**config.mk**
```make
export PLATFORM = sky130hd
export DESIGN_NAME = buddy_core_stall_detector_top
export DESIGN_NICKNAME = d
export VERILOG_FILES = /design/src/rtl/bcsd_pkg.sv /design/src/rtl/bcsd_ring_sel.sv /design/src/rtl/bcsd_core_state.sv /design/src/rtl/buddy_core_stall_detector_top.sv
export SDC_FILE = /design/constraint.sdc
export NUM_CORES = 2
export LEC_CHECK = 0
export ABC_CLOCK_PERIOD_IN_PS = 15600
export BUFFER_PORTS_ARGS = -buffer_cell sky130_fd_sc_hd__buf_4
export CAP_MARGIN = 40
export CORE_MARGIN = 4
export CORE_UTILIZATION = 60
export CTS_CLUSTER_SIZE = 24
export DETAILED_ROUTE_END_ITERATION = 6
export GPL_ROUTABILITY_DRIVEN = 0
export GPL_TIMING_DRIVEN = 1
export PLACE_DENSITY = 0.76
export SLEW_MARGIN = 10
export SYNTH_ARGS = -nofsm -noshare
export SYNTH_HDL_FRONTEND = slang
export SYNTH_SLANG_ARGS = --single-unit
```
**constraint.sdc**
```tcl
create_clock -name i_clk -period 15.6 [get_ports i_clk]
set_input_delay 2.34 -clock i_clk [delete_from_list [all_inputs] [get_ports i_clk]]
set_output_delay 2.34 -clock i_clk [all_outputs]
set_load 0.05 [all_outputs]
```
**src/rtl/bcsd_pkg.sv**
```systemverilog
// ----------------------------------------------------------------------------
// bcsd_pkg
// Shared types and constants of the buddy-core stall detector: transaction
// payloads, ring-select result, register indexes and fixed field widths.
// ----------------------------------------------------------------------------
`default_nettype none

package bcsd_pkg;

    // fixed field widths
    localparam int CORE_IDX_W = 3;
    localparam int MASK_W     = 8;
    localparam int CLOCK_W    = 64;
    localparam int STAMP_W    = 44;
    localparam int COUNT_W    = 32;
    localparam int THR_W      = 16;
    localparam int CFG_IDX_W  = 2;
    localparam int CFG_DATA_W = 16;

    // largest core count that the 3-bit reporter and 8-bit masks can address
    localparam int MAX_CORES  = 8;

    // threshold limits
    localparam logic [THR_W-1:0] MIN_THRESHOLD   = 16'd10;
    localparam logic [THR_W-1:0] RESET_THRESHOLD = 16'd20;

    // configuration register indexes
    typedef enum logic [CFG_IDX_W-1:0] {
        REG_CHECKER_ENABLE = 2'd0,
        REG_THRESHOLD_MS   = 2'd1,
        REG_CORE_MASK      = 2'd2
    } t_cfg_reg;

    // input transaction
    typedef struct packed {
        logic [CORE_IDX_W-1:0] reporter_core;
        logic [CLOCK_W-1:0]    clock_ns;
        logic [MASK_W-1:0]     irq_busy_mask;
        logic [MASK_W-1:0]     ipi_done_mask;
    } t_in_item;

    // result transaction
    typedef struct packed {
        logic                  stall_found;
        logic [CORE_IDX_W-1:0] victim_core;
        logic                  stall_in_irq;
        logic                  raise_ipi;
        logic                  neighbour_valid;
    } t_out_item;

    // neighbour search result
    typedef struct packed {
        logic                  found;
        logic [CORE_IDX_W-1:0] idx;
    } t_ring_sel;

endpackage

`default_nettype wire

```
**src/rtl/bcsd_ring_sel.sv**
```systemverilog
// ----------------------------------------------------------------------------
// bcsd_ring_sel
// Finds the next enabled core after the reporter in ring order, wrapping
// around; the reporter itself never counts as its own neighbour.
// ----------------------------------------------------------------------------
`default_nettype none

module bcsd_ring_sel #(
    parameter int N_CORES = 8
) (
    input  wire logic [$clog2(N_CORES)-1:0] i_rep,
    input  wire logic [N_CORES-1:0]         i_mask,
    output bcsd_pkg::t_ring_sel             o_sel
);

    localparam int IDXW = $clog2(N_CORES);
    localparam logic [IDXW:0] N_L = (IDXW+1)'(N_CORES);

    // priority scan over the other cores, nearest first
    always_comb begin
        logic [IDXW:0]   sum;
        logic [IDXW-1:0] cand;
        o_sel = '0;
        for (int k = 1; k < N_CORES; k++) begin
            sum = {1'b0, i_rep} + (IDXW+1)'(k);
            if (sum >= N_L) begin
                sum = sum - N_L;
            end
            cand = sum[IDXW-1:0];
            if (!o_sel.found && i_mask[cand]) begin
                o_sel.found = 1'b1;
                o_sel.idx   = bcsd_pkg::CORE_IDX_W'(cand);
            end
        end
    end

endmodule

`default_nettype wire

```
**src/rtl/bcsd_core_state.sv**
```systemverilog
// ----------------------------------------------------------------------------
// bcsd_core_state
// Per-core stamps, tick counts, seen counts and pending bits, with the stall
// judgement for the selected neighbour. All updates happen on a fire cycle.
// ----------------------------------------------------------------------------
`default_nettype none

module bcsd_core_state #(
    parameter int N_CORES = 8
) (
    input  wire logic                              i_clk,
    input  wire logic                              i_rst_n,
    input  wire logic                              i_fire,
    input  wire logic                              i_enable,
    input  wire logic [bcsd_pkg::THR_W-1:0]        i_threshold,
    input  wire logic                              i_rep_ok,
    input  wire logic [$clog2(N_CORES)-1:0]        i_rep,
    input  wire logic [bcsd_pkg::STAMP_W-1:0]      i_now,
    input  wire logic [N_CORES-1:0]                i_busy,
    input  wire logic [N_CORES-1:0]                i_done,
    input  wire bcsd_pkg::t_ring_sel               i_sel,
    output bcsd_pkg::t_out_item                    o_result
);

    localparam int IDXW = $clog2(N_CORES);

    logic [bcsd_pkg::STAMP_W-1:0] r_stamp [N_CORES];
    logic [bcsd_pkg::STAMP_W-1:0] n_stamp [N_CORES];
    logic [bcsd_pkg::COUNT_W-1:0] r_tick  [N_CORES];
    logic [bcsd_pkg::COUNT_W-1:0] n_tick  [N_CORES];
    logic [bcsd_pkg::COUNT_W-1:0] r_seen  [N_CORES];
    logic [bcsd_pkg::COUNT_W-1:0] n_seen  [N_CORES];
    logic [N_CORES-1:0]           r_pending;
    logic [N_CORES-1:0]           n_pending;

    logic [IDXW-1:0]              victim;
    logic                         check;
    logic [bcsd_pkg::STAMP_W:0]   diff;
    logic                         late;
    logic                         stalled;
    logic [N_CORES-1:0]           pend_live;

    assign victim = i_sel.idx[IDXW-1:0];
    assign check  = i_enable && i_rep_ok && i_sel.found;

    // pending bits after this transaction's done mask
    assign pend_live = r_pending & ~i_done;

    // elapsed time; no borrow means now >= stamp, threshold >= 10 rules out zero
    assign diff    = {1'b0, i_now} - {1'b0, r_stamp[victim]};
    assign late    = !diff[bcsd_pkg::STAMP_W] &&
                     (diff[bcsd_pkg::STAMP_W-1:0] >= bcsd_pkg::STAMP_W'(i_threshold));
    assign stalled = check && (r_seen[victim] == r_tick[victim]) && late;

    // result of this transaction
    always_comb begin
        o_result                 = '0;
        o_result.neighbour_valid = check;
        o_result.victim_core     = check ? i_sel.idx : '0;
        o_result.stall_found     = stalled;
        o_result.stall_in_irq    = stalled && i_busy[victim];
        o_result.raise_ipi       = stalled && !i_busy[victim] && !pend_live[victim];
    end

    // next state
    always_comb begin
        n_stamp   = r_stamp;
        n_tick    = r_tick;
        n_seen    = r_seen;
        n_pending = r_pending;
        if (i_fire) begin
            n_pending = pend_live;
            if (i_enable && i_rep_ok) begin
                n_stamp[i_rep] = i_now;
                n_tick[i_rep]  = r_tick[i_rep] + 1'b1;
            end
            if (stalled) begin
                n_stamp[victim] = i_now;
                if (o_result.raise_ipi) begin
                    n_pending[victim] = 1'b1;
                end
            end else if (check) begin
                n_seen[victim] = r_tick[victim];
            end
        end
    end

    // state registers
    always_ff @(posedge i_clk) begin
        if (!i_rst_n) begin
            for (int c = 0; c < N_CORES; c++) begin
                r_stamp[c] <= '0;
                r_tick[c]  <= '0;
                r_seen[c]  <= '0;
            end
            r_pending <= '0;
        end else begin
            r_stamp   <= n_stamp;
            r_tick    <= n_tick;
            r_seen    <= n_seen;
            r_pending <= n_pending;
        end
    end

endmodule

`default_nettype wire

```
**src/rtl/buddy_core_stall_detector_top.sv**
```systemverilog
// ----------------------------------------------------------------------------
// buddy_core_stall_detector_top
// Buddy-core stall detector: each core tick stamps the reporter and checks
// the next enabled core in the ring for a stall.
//
//   channel  signals                               payload
//   input    i_in_valid / o_in_ready               i_in  (t_in_item)
//   output   o_out_valid / i_out_ready             o_out (t_out_item)
//   config   i_cfg_we, i_cfg_index, i_cfg_wdata    write only, no wait
//
// One transaction per cycle while the output is not stalled, through an input
// register, then the stamp/count update and stall judgement into the result
// register. Synchronous active-low reset clears all per-core state, sets
// checking on, threshold 20 and an empty core mask. A stalled output keeps
// its result; one more transaction waits in the input register.
// ----------------------------------------------------------------------------
`default_nettype none

module buddy_core_stall_detector_top #(
    parameter int NUM_CORES   = 8,
    parameter int CLOCK_SHIFT = 20
) (
    input  wire logic                              i_clk,
    input  wire logic                              i_rst_n,
    input  wire logic                              i_in_valid,
    output logic                                   o_in_ready,
    input  wire bcsd_pkg::t_in_item                i_in,
    output logic                                   o_out_valid,
    input  wire logic                              i_out_ready,
    output bcsd_pkg::t_out_item                    o_out,
    input  wire logic                              i_cfg_we,
    input  wire logic [bcsd_pkg::CFG_IDX_W-1:0]    i_cfg_index,
    input  wire logic [bcsd_pkg::CFG_DATA_W-1:0]   i_cfg_wdata
);

    localparam int ACTIVE = (NUM_CORES < bcsd_pkg::MAX_CORES) ? NUM_CORES
                                                              : bcsd_pkg::MAX_CORES;
    localparam int IDXW   = $clog2(ACTIVE);
    localparam logic [bcsd_pkg::CORE_IDX_W:0] ACTIVE_L = (bcsd_pkg::CORE_IDX_W+1)'(ACTIVE);

    // configuration registers
    logic                          r_enable;
    logic [bcsd_pkg::THR_W-1:0]    r_threshold;
    logic [bcsd_pkg::MASK_W-1:0]   r_mask;

    // input register
    logic                          r_in_valid;
    logic [bcsd_pkg::CORE_IDX_W-1:0] r_rep;
    logic [bcsd_pkg::STAMP_W-1:0]  r_now;
    logic [bcsd_pkg::MASK_W-1:0]   r_busy;
    logic [bcsd_pkg::MASK_W-1:0]   r_done;

    // result register
    logic                          r_out_valid;
    bcsd_pkg::t_out_item           r_out;

    logic [bcsd_pkg::CLOCK_W-1:0]  shifted;
    logic                          w_advance;
    logic                          w_in_fire;
    logic                          rep_ok;
    bcsd_pkg::t_ring_sel           sel;
    bcsd_pkg::t_out_item           result;

    // handshake
    assign w_advance   = r_in_valid && (!r_out_valid || i_out_ready);
    assign o_in_ready  = !r_in_valid || w_advance;
    assign w_in_fire   = i_in_valid && o_in_ready;
    assign o_out_valid = r_out_valid;
    assign o_out       = r_out;

    // coarse timestamp
    assign shifted = i_in.clock_ns >> CLOCK_SHIFT;

    // configuration writes
    always_ff @(posedge i_clk) begin
        if (!i_rst_n) begin
            r_enable    <= 1'b1;
            r_threshold <= bcsd_pkg::RESET_THRESHOLD;
            r_mask      <= '0;
        end else if (i_cfg_we) begin
            case (i_cfg_index)
                bcsd_pkg::REG_CHECKER_ENABLE: r_enable <= i_cfg_wdata[0];
                bcsd_pkg::REG_THRESHOLD_MS: begin
                    r_threshold <= (i_cfg_wdata < bcsd_pkg::MIN_THRESHOLD) ?
                                   bcsd_pkg::MIN_THRESHOLD : i_cfg_wdata;
                end
                bcsd_pkg::REG_CORE_MASK: r_mask <= i_cfg_wdata[bcsd_pkg::MASK_W-1:0];
                default: ;
            endcase
        end
    end

    // input register control
    always_ff @(posedge i_clk) begin
        if (!i_rst_n) begin
            r_in_valid <= 1'b0;
        end else if (w_in_fire) begin
            r_in_valid <= 1'b1;
        end else if (w_advance) begin
            r_in_valid <= 1'b0;
        end
    end

    // input register payload
    always_ff @(posedge i_clk) begin
        if (w_in_fire) begin
            r_rep  <= i_in.reporter_core;
            r_now  <= shifted[bcsd_pkg::STAMP_W-1:0];
            r_busy <= i_in.irq_busy_mask;
            r_done <= i_in.ipi_done_mask;
        end
    end

    assign rep_ok = {1'b0, r_rep} < ACTIVE_L;

    // neighbour search
    bcsd_ring_sel #(
        .N_CORES (ACTIVE)
    ) u_ring_sel (
        .i_rep  (r_rep[IDXW-1:0]),
        .i_mask (r_mask[ACTIVE-1:0]),
        .o_sel  (sel)
    );

    // per-core state and stall judgement
    bcsd_core_state #(
        .N_CORES (ACTIVE)
    ) u_core_state (
        .i_clk       (i_clk),
        .i_rst_n     (i_rst_n),
        .i_fire      (w_advance),
        .i_enable    (r_enable),
        .i_threshold (r_threshold),
        .i_rep_ok    (rep_ok),
        .i_rep       (r_rep[IDXW-1:0]),
        .i_now       (r_now),
        .i_busy      (r_busy[ACTIVE-1:0]),
        .i_done      (r_done[ACTIVE-1:0]),
        .i_sel       (sel),
        .o_result    (result)
    );

    // result register control
    always_ff @(posedge i_clk) begin
        if (!i_rst_n) begin
            r_out_valid <= 1'b0;
        end else if (w_advance) begin
            r_out_valid <= 1'b1;
        end else if (i_out_ready) begin
            r_out_valid <= 1'b0;
        end
    end

    // result register payload
    always_ff @(posedge i_clk) begin
        if (w_advance) begin
            r_out <= result;
        end
    end

`ifndef NO_ASSERTIONS
    // a stall is only reported against a checked neighbour
    a_stall_has_neighbour: assert property (@(posedge i_clk) disable iff (!i_rst_n)
        r_out_valid && r_out.stall_found |-> r_out.neighbour_valid)
        else $error("stall reported without a neighbour");

    // interrupt request only for a task-type stall
    a_ipi_task_stall: assert property (@(posedge i_clk) disable iff (!i_rst_n)
        r_out_valid && r_out.raise_ipi |-> r_out.stall_found && !r_out.stall_in_irq)
        else $error("interrupt request without a task stall");

    // a transaction leaving the input register lands in the result register
    a_advance_loads_out: assert property (@(posedge i_clk) disable iff (!i_rst_n)
        w_advance |=> r_out_valid)
        else $error("result lost after advance");

    // a held result is not overwritten
    a_hold_result: assert property (@(posedge i_clk) disable iff (!i_rst_n)
        r_out_valid && !i_out_ready |=> r_out_valid && $stable(r_out))
        else $error("pending result changed");
`endif

endmodule

`default_nettype wire

```
# == Yosys cells after proc, flatten, opt, wreduce, memory -nomap -nowiden ==
# Index checks and enable logic that the tools add are counted.
# word_totals
in_bits,106
reg_bits,969
out_inout_bits,9
# op_classes
n_lt_le_gt_ge,22
mux,68
n_bitwise,6
addsub,16
n_reduce_logical,39
n_eq_ne,3
# ops
op,count
352-bit 2-to-1 mux,3
352-bit bitwise mux,2
256-bit bitwise mux,2
32-bit binary-select mux with 3-bit select,3
44-bit demux with 3-bit select,2
32-bit 2-to-1 mux,8
32-bit demux with 3-bit select,2
44-bit 2-to-1 mux,4
44-bit binary-select mux with 3-bit select,1
44-bit by 44-bit subtractor with 45-bit output,1
44-bit by 16-bit greater-or-equal comparator with 1-bit output,1
"4-bit greater-or-equal comparator, second input constant",9
"32-bit by 1-bit adder with 32-bit output, second input constant",1
32-bit == test,1
"3-bit by 4-bit less-than comparator with 1-bit output, second input constant",8
4-bit 2-to-1 mux,7
1-bit binary-select mux with 3-bit select,9
3-bit 2-to-1 mux,7
"3-bit by 1-bit subtractor with 3-bit output, second input constant",7
1-bit logical AND,18
"3-bit by 3-bit adder with 4-bit output, second input constant",4
"16-bit by 4-bit less-than comparator with 1-bit output, second input constant",1
16-bit 2-to-1 mux,1
8-bit 2-to-1 mux,2
19 further kinds,50

# == Longest topological paths before layout ==
# depth
word_depth,36
ltp_mapped,56

# == Modules after synthesis ==
# Synthesis repeated with hierarchy kept, for this count alone.
# unflattened
cells_unflattened,5166
hier_area_um2,47524.3
# modules_own_cells
mod,cells_each,instances,seq_area_each_um2,area_per_inst_um2
bcsd_core_state,4892,1,17456.7,43591.8
buddy_core_stall_detector_top,186,1,2642.5,3178.0
bcsd_ring_sel,88,1,0.0,754.5

# == Least setup slack after synthesis ==
# Ideal clock, no wire load.
# synth_timing
path_kind,flip-flop to flip-flop
start,register r_rep[1] (netlist name)
end,register u_core_state.r_seen[117] (netlist name)
arrival_time_ps,11913
path_stages_with_launch,57
setup_slack_ps,3550
n_path_buf,17
period_less_slack_ps,12050
path_cell_list,edfxtp_1 buf_2 buf_2 buf_2 buf_1 clkbuf_1 buf_1 clkbuf_1 inv_1 ha_1 buf_6 mux2_1 mux4_2 a21o_1 a21oi_1 o21ai_2 nor2_4 buf_6 [21 not listed] a21oi_1 xnor2_1 ha_1 nand4_1 nor4_1 a2111oi_0 nand4_1 nor4_1 nand3_1 a2111oi_0 o2111ai_1 nor4_1 nand4_1 nand4_1 buf_6 nand3_4 buf_8 mux2i_1
# synth_between
elab_chain_cells,34
# synth_rtl
item,line,text
"start, declared",buddy_core_stall_detector_top.sv:48,logic [bcsd_pkg::CORE_IDX_W-1:0] r_rep;
"start signal, assigned",buddy_core_stall_detector_top.sv:107,r_rep <= i_in.reporter_core;
3-bit by 1-bit adder with 4-bit output,bcsd_ring_sel.sv:25,"sum = {1'b0, i_rep} + (IDXW+1)'(k);"
4-bit greater-or-equal comparator or 3-bit by 1-bit subtractor with 3-bit output (tied branches),"bcsd_ring_sel.sv:26, bcsd_ring_sel.sv:27",
3-bit 2-to-1 mux,bcsd_ring_sel.sv:26,if (sum >= N_L) begin
1-bit binary-select mux with 3-bit select,bcsd_ring_sel.sv:30,if (!o_sel.found && i_mask[cand]) begin
1-bit 2-to-1 mux (implied by the code),bcsd_ring_sel.sv:30,
4-bit 2-to-1 mux,bcsd_ring_sel.sv:30,
1-bit logical NOT,bcsd_ring_sel.sv:30,
1-bit logical AND,bcsd_ring_sel.sv:30,
[17 not listed],-,
44-bit binary-select mux with 3-bit select,bcsd_core_state.sv:50,"assign diff = {1'b0, i_now} - {1'b0, r_stamp[victim]};"
44-bit 2-to-1 mux (implied by the code) (2 in series),bcsd_core_state.sv:50,
44-bit by 44-bit subtractor with 45-bit output,bcsd_core_state.sv:50,
44-bit by 16-bit greater-or-equal comparator with 1-bit output or 1-bit logical NOT (tied branches),"bcsd_core_state.sv:52, bcsd_core_state.sv:51",
1-bit logical AND,bcsd_core_state.sv:51,assign late = !diff[bcsd_pkg::STAMP_W] &&
1-bit logical AND,bcsd_core_state.sv:53,assign stalled = check && (r_seen[victim] == r_tick[victim]) && late;
1-bit inverter (no source line),-,
3-bit AND reduction (no source line),-,
"end signal, assigned",bcsd_core_state.sv:100,r_seen <= n_seen;
"end, declared",bcsd_core_state.sv:31,logic [bcsd_pkg::COUNT_W-1:0] r_seen [N_CORES];
# Every way passes the cells marked *; elsewhere a longest branch is shown, timed or not. The select of a mux whose other input is x is not followed.
# A chain may end at the register's enable or synchronous reset.

# == Worst setup path after layout ==
# layout_timing
start,register r_rep[1] (netlist name)
end,register u_core_state.r_seen[247] (netlist name)
# Same word-level chain as after synthesis.

==> summary.txt <==
Floorplan
  – Die height: 293 µm
  – Die X: 293 µm
  – Initial core utilization: 0.605
  – # rows: 104
  – Die Footprint: 85800 µm²
  – IO Pins: 115
  – Core area: 80500 µm²

Logic synthesis
  – YS warnings: 0
  – Synth Instances: 5536
  – Main flop type after synthesis: dfxtp_1
  – Seq cells post-synth: 969
  – Syn_area_per_cell: 8.80 µm²
  – EDFF count, synth: 70
  – Post-synthesis cell type count: 96
  – Mapped cell area: 48700 µm²
  – Synth Net Count: 5710
  – Sequential element share of the synthesized area: 0.413
  – Ys async rst share: 0

Layout
  – Area Overhead vs Synth: 9.31%
  – Final core utilization: 0.661
  – Commonest non-fill, non-tap cell in the layout: nand2_1
  – Antenna diodes: 0
  – Commonest cells after routing, fill and taps aside: nand2_1 (1445), dfxtp_1 (899), mux2i_1 (774)
  – Layout cells sized above 1: 0.0957
  – Nets: 5599

Pwr
  – PD cells: 117 nW/µm²
  – Peak VDD IR: 0.110 mV
  – Overall power: 6.21 mW
  – Leak: 20.2 nW

Route
  – Vias per cell: 6.29
  – Avg WL per Cell: 22.0 µm
  – Detailed Route Iter0 Violations: 5023
  – # DRC: 8
  – First-pass iteration count of the detailed router: 7
  – Vias post-DR: 41300
  – Final ANT Viol Nets: 0
  – Detailed Route WL: 144000 µm

Setup path
  – CP endpoint kind: register
  – Critical path buffer and inverter count: 5
  – Setup CP Type: reg -> reg
  – FF-to-FF path depth: 40
  – CP max stage delay: 830 ps
  – WP depth: 40
  – Critical path's top delay family: compound AO/OA/AOI/OAI gates
  – Crit path DAT: 14340 ps
  – Crit path max fanout: 36
  – Critical Path RT: 16150 ps
  – Worst path slowest cell: o21ai_0
  – Critical path launch point type: register

Clocking
  – Num CTS Buffers: 100
  – Clock buffer depth: 3
  – Post_cts resized: 0
  – TritonCTS clock tree: built
  – Register clock-pin slew on the reported worst setup and hold paths: 60 ps
  – CTS sink count: 969
  – Clock root buffer: clkbuf_16
  – H-Tree Level Count: 3
  – Worst-Skew Late Latency: 680 ps
  – # hold bufs at CTS: 0
  – Post-CTS Setup Inserts: 0

GRT
  – Met2 usage: 0.500
  – Met1 usage: 0.456
  – Initial antenna violation count: 3
  – GR peak layer: met2
  – Congestion Overflow GR: 0
  – GRT Overall Usage: 0.324
  – Largest net degree at the start of global routing: 172
  – Vias in the first global route: 39200
  – GR Util met3: 0.0611
  – First-pass GRT wire length: 224000 µm

Timing
  – Final setup fails: 0
  – Clock Skew: 40.9 ps
  – Final period utilization: 0.884
  – Max Slew Vio Count: 0
  – RSZ-0062 raised after global routing: false
  – Setup TNS: 0 ps
  – Fmax: 0.0725 GHz
  – Endpoints failing hold: 0
  – Slew headroom: 0.273
  – Fin crit period: 13790 ps
  – Slew @ Worst Pin: 1080 ps

Hold path
  – Hold WC Path Type: reg -> reg
  – WHS Path Cells: 2

Placement
  – DP HPWL: 87400 µm
  – Port buffer count: 94

Status
  – Status: finished, violations left
  – Failing checks: DRC

Flow run
  – Max cap viols: 0
-- worst min-delay path: stages, from the launching register on --
cell and delay (ps):
dfxtp_1 310, nand2_1 50, mux2i_1 50
-- sequential cells by signal (all words and copies together), names as in the netlist, 7 cells and up --
name,cells
r_busy,8
o_out,7
r_mask,8
r_threshold,16
u_core_state.r_tick,256
u_core_state.r_seen,256
r_done,8
r_now,44
u_core_state.r_pending,8
u_core_state.r_stamp,352
-- layer usage --
metal | up-vias | part of all wire | routed length (µm)
met3 | 383 | 0.11 | 15500
met1 | 19900 | 0.41 | 59900
li1 | 18900 | - | -
met2 | 2119 | 0.44 | 63800
met5 | - | 0.000090 | 13
met4 | 2 | 0.037 | 5340
-- stage by stage --
step                      hold slack, ps  std cells  worst slack, ps  area (µm²)
after floorplan                      432       5536             3550       48700
after global placement               441       6358             2660       49500
after global routing                 470       6564             1320       53300
after CTS                            457       6562             2350       53200
final                                456       6564             1810       53300
after detailed placement             447       6381             2490       50000
-- kinds of logic (layout without fill, tap and decap cells) --
logic type,count (synthesis),count (layout),share of synthesized area
flip-flops,969,969,0.413
multiplexers,887,887,0.206
buffers and inverters,446,414,0.0447
XOR/XNOR,154,154,0.0280
adder cells (fa/ha/maj),68,68,0.0176
AO/OA/AOI/OAI,856,856,0.108
AND/OR/NAND/NOR,2156,2156,0.183
-- where the power goes --
part           internal (mW)  total (mW)  switching, mW
registers               2.54        2.56         0.0220
clock network           1.39        2.42           1.03
logic                  0.387        1.23          0.842
total                   4.31        6.21           1.90
-- area by class of cell --
type	count	area [µm²]
well taps	1060	1330
inverters	48	188
fillers	6357	27300
repair buffers	185	1740
clock buffers	137	2910
clock inverters	44	383
multi-input cells	4121	26600
flip-flops and latches	969	20100
-- cells in the mapped netlist, types with 8 or more instances --
master,n,area share
inv_1,45,0.0035
nand2_2,11,0.0014
a221oi_1,44,0.0079
nor2_1,388,0.030
a32o_1,9,0.0018
and2_1,12,0.0015
mux2i_1,774,0.16
edfxtp_1,70,0.043
and3_1,16,0.0021
a21oi_1,448,0.046
o21a_1,26,0.0040
o22ai_1,16,0.0021
a32oi_1,19,0.0034
dfxtp_1,899,0.37
nor4_1,21,0.0027
a311oi_1,12,0.0022
a22oi_1,9,0.0014
nor3_1,29,0.0030
buf_1,41,0.0032
ha_1,67,0.017
a211oi_1,25,0.0039
xnor2_1,92,0.017
nand2_1,1453,0.11
clkbuf_1,253,0.019
or2_2,8,0.0010
a21o_1,30,0.0046
nand4_1,28,0.0036
a31oi_1,27,0.0035
nand2b_1,20,0.0026
nor2b_1,16,0.0021
xor2_1,60,0.011
o41ai_1,8,0.0014
buf_4,52,0.0080
o221a_2,9,0.0021
nor3b_1,10,0.0015
buf_8,21,0.0065
mux4_2,92,0.043
nand3_1,103,0.011
o211ai_1,17,0.0026
buf_2,26,0.0027
o21ai_0,89,0.0091
mux2_2,20,0.0046
-- path summary, 6_finish.rpt --
| path | from | endpoint | slack [ps] |
|---|---|---|---|
| max | r_rep[1] | u_core_state.r_seen[247] | 1810 |
| min | u_core_state.r_stamp[41] | u_core_state.r_stamp[41] | 460 |
| max reg2reg | r_rep[1] | u_core_state.r_seen[247] | 1810 |
| min reg2reg | u_core_state.r_stamp[41] | u_core_state.r_stamp[41] | 460 |
No activity file was read; power rests on OpenSTA's default activity.
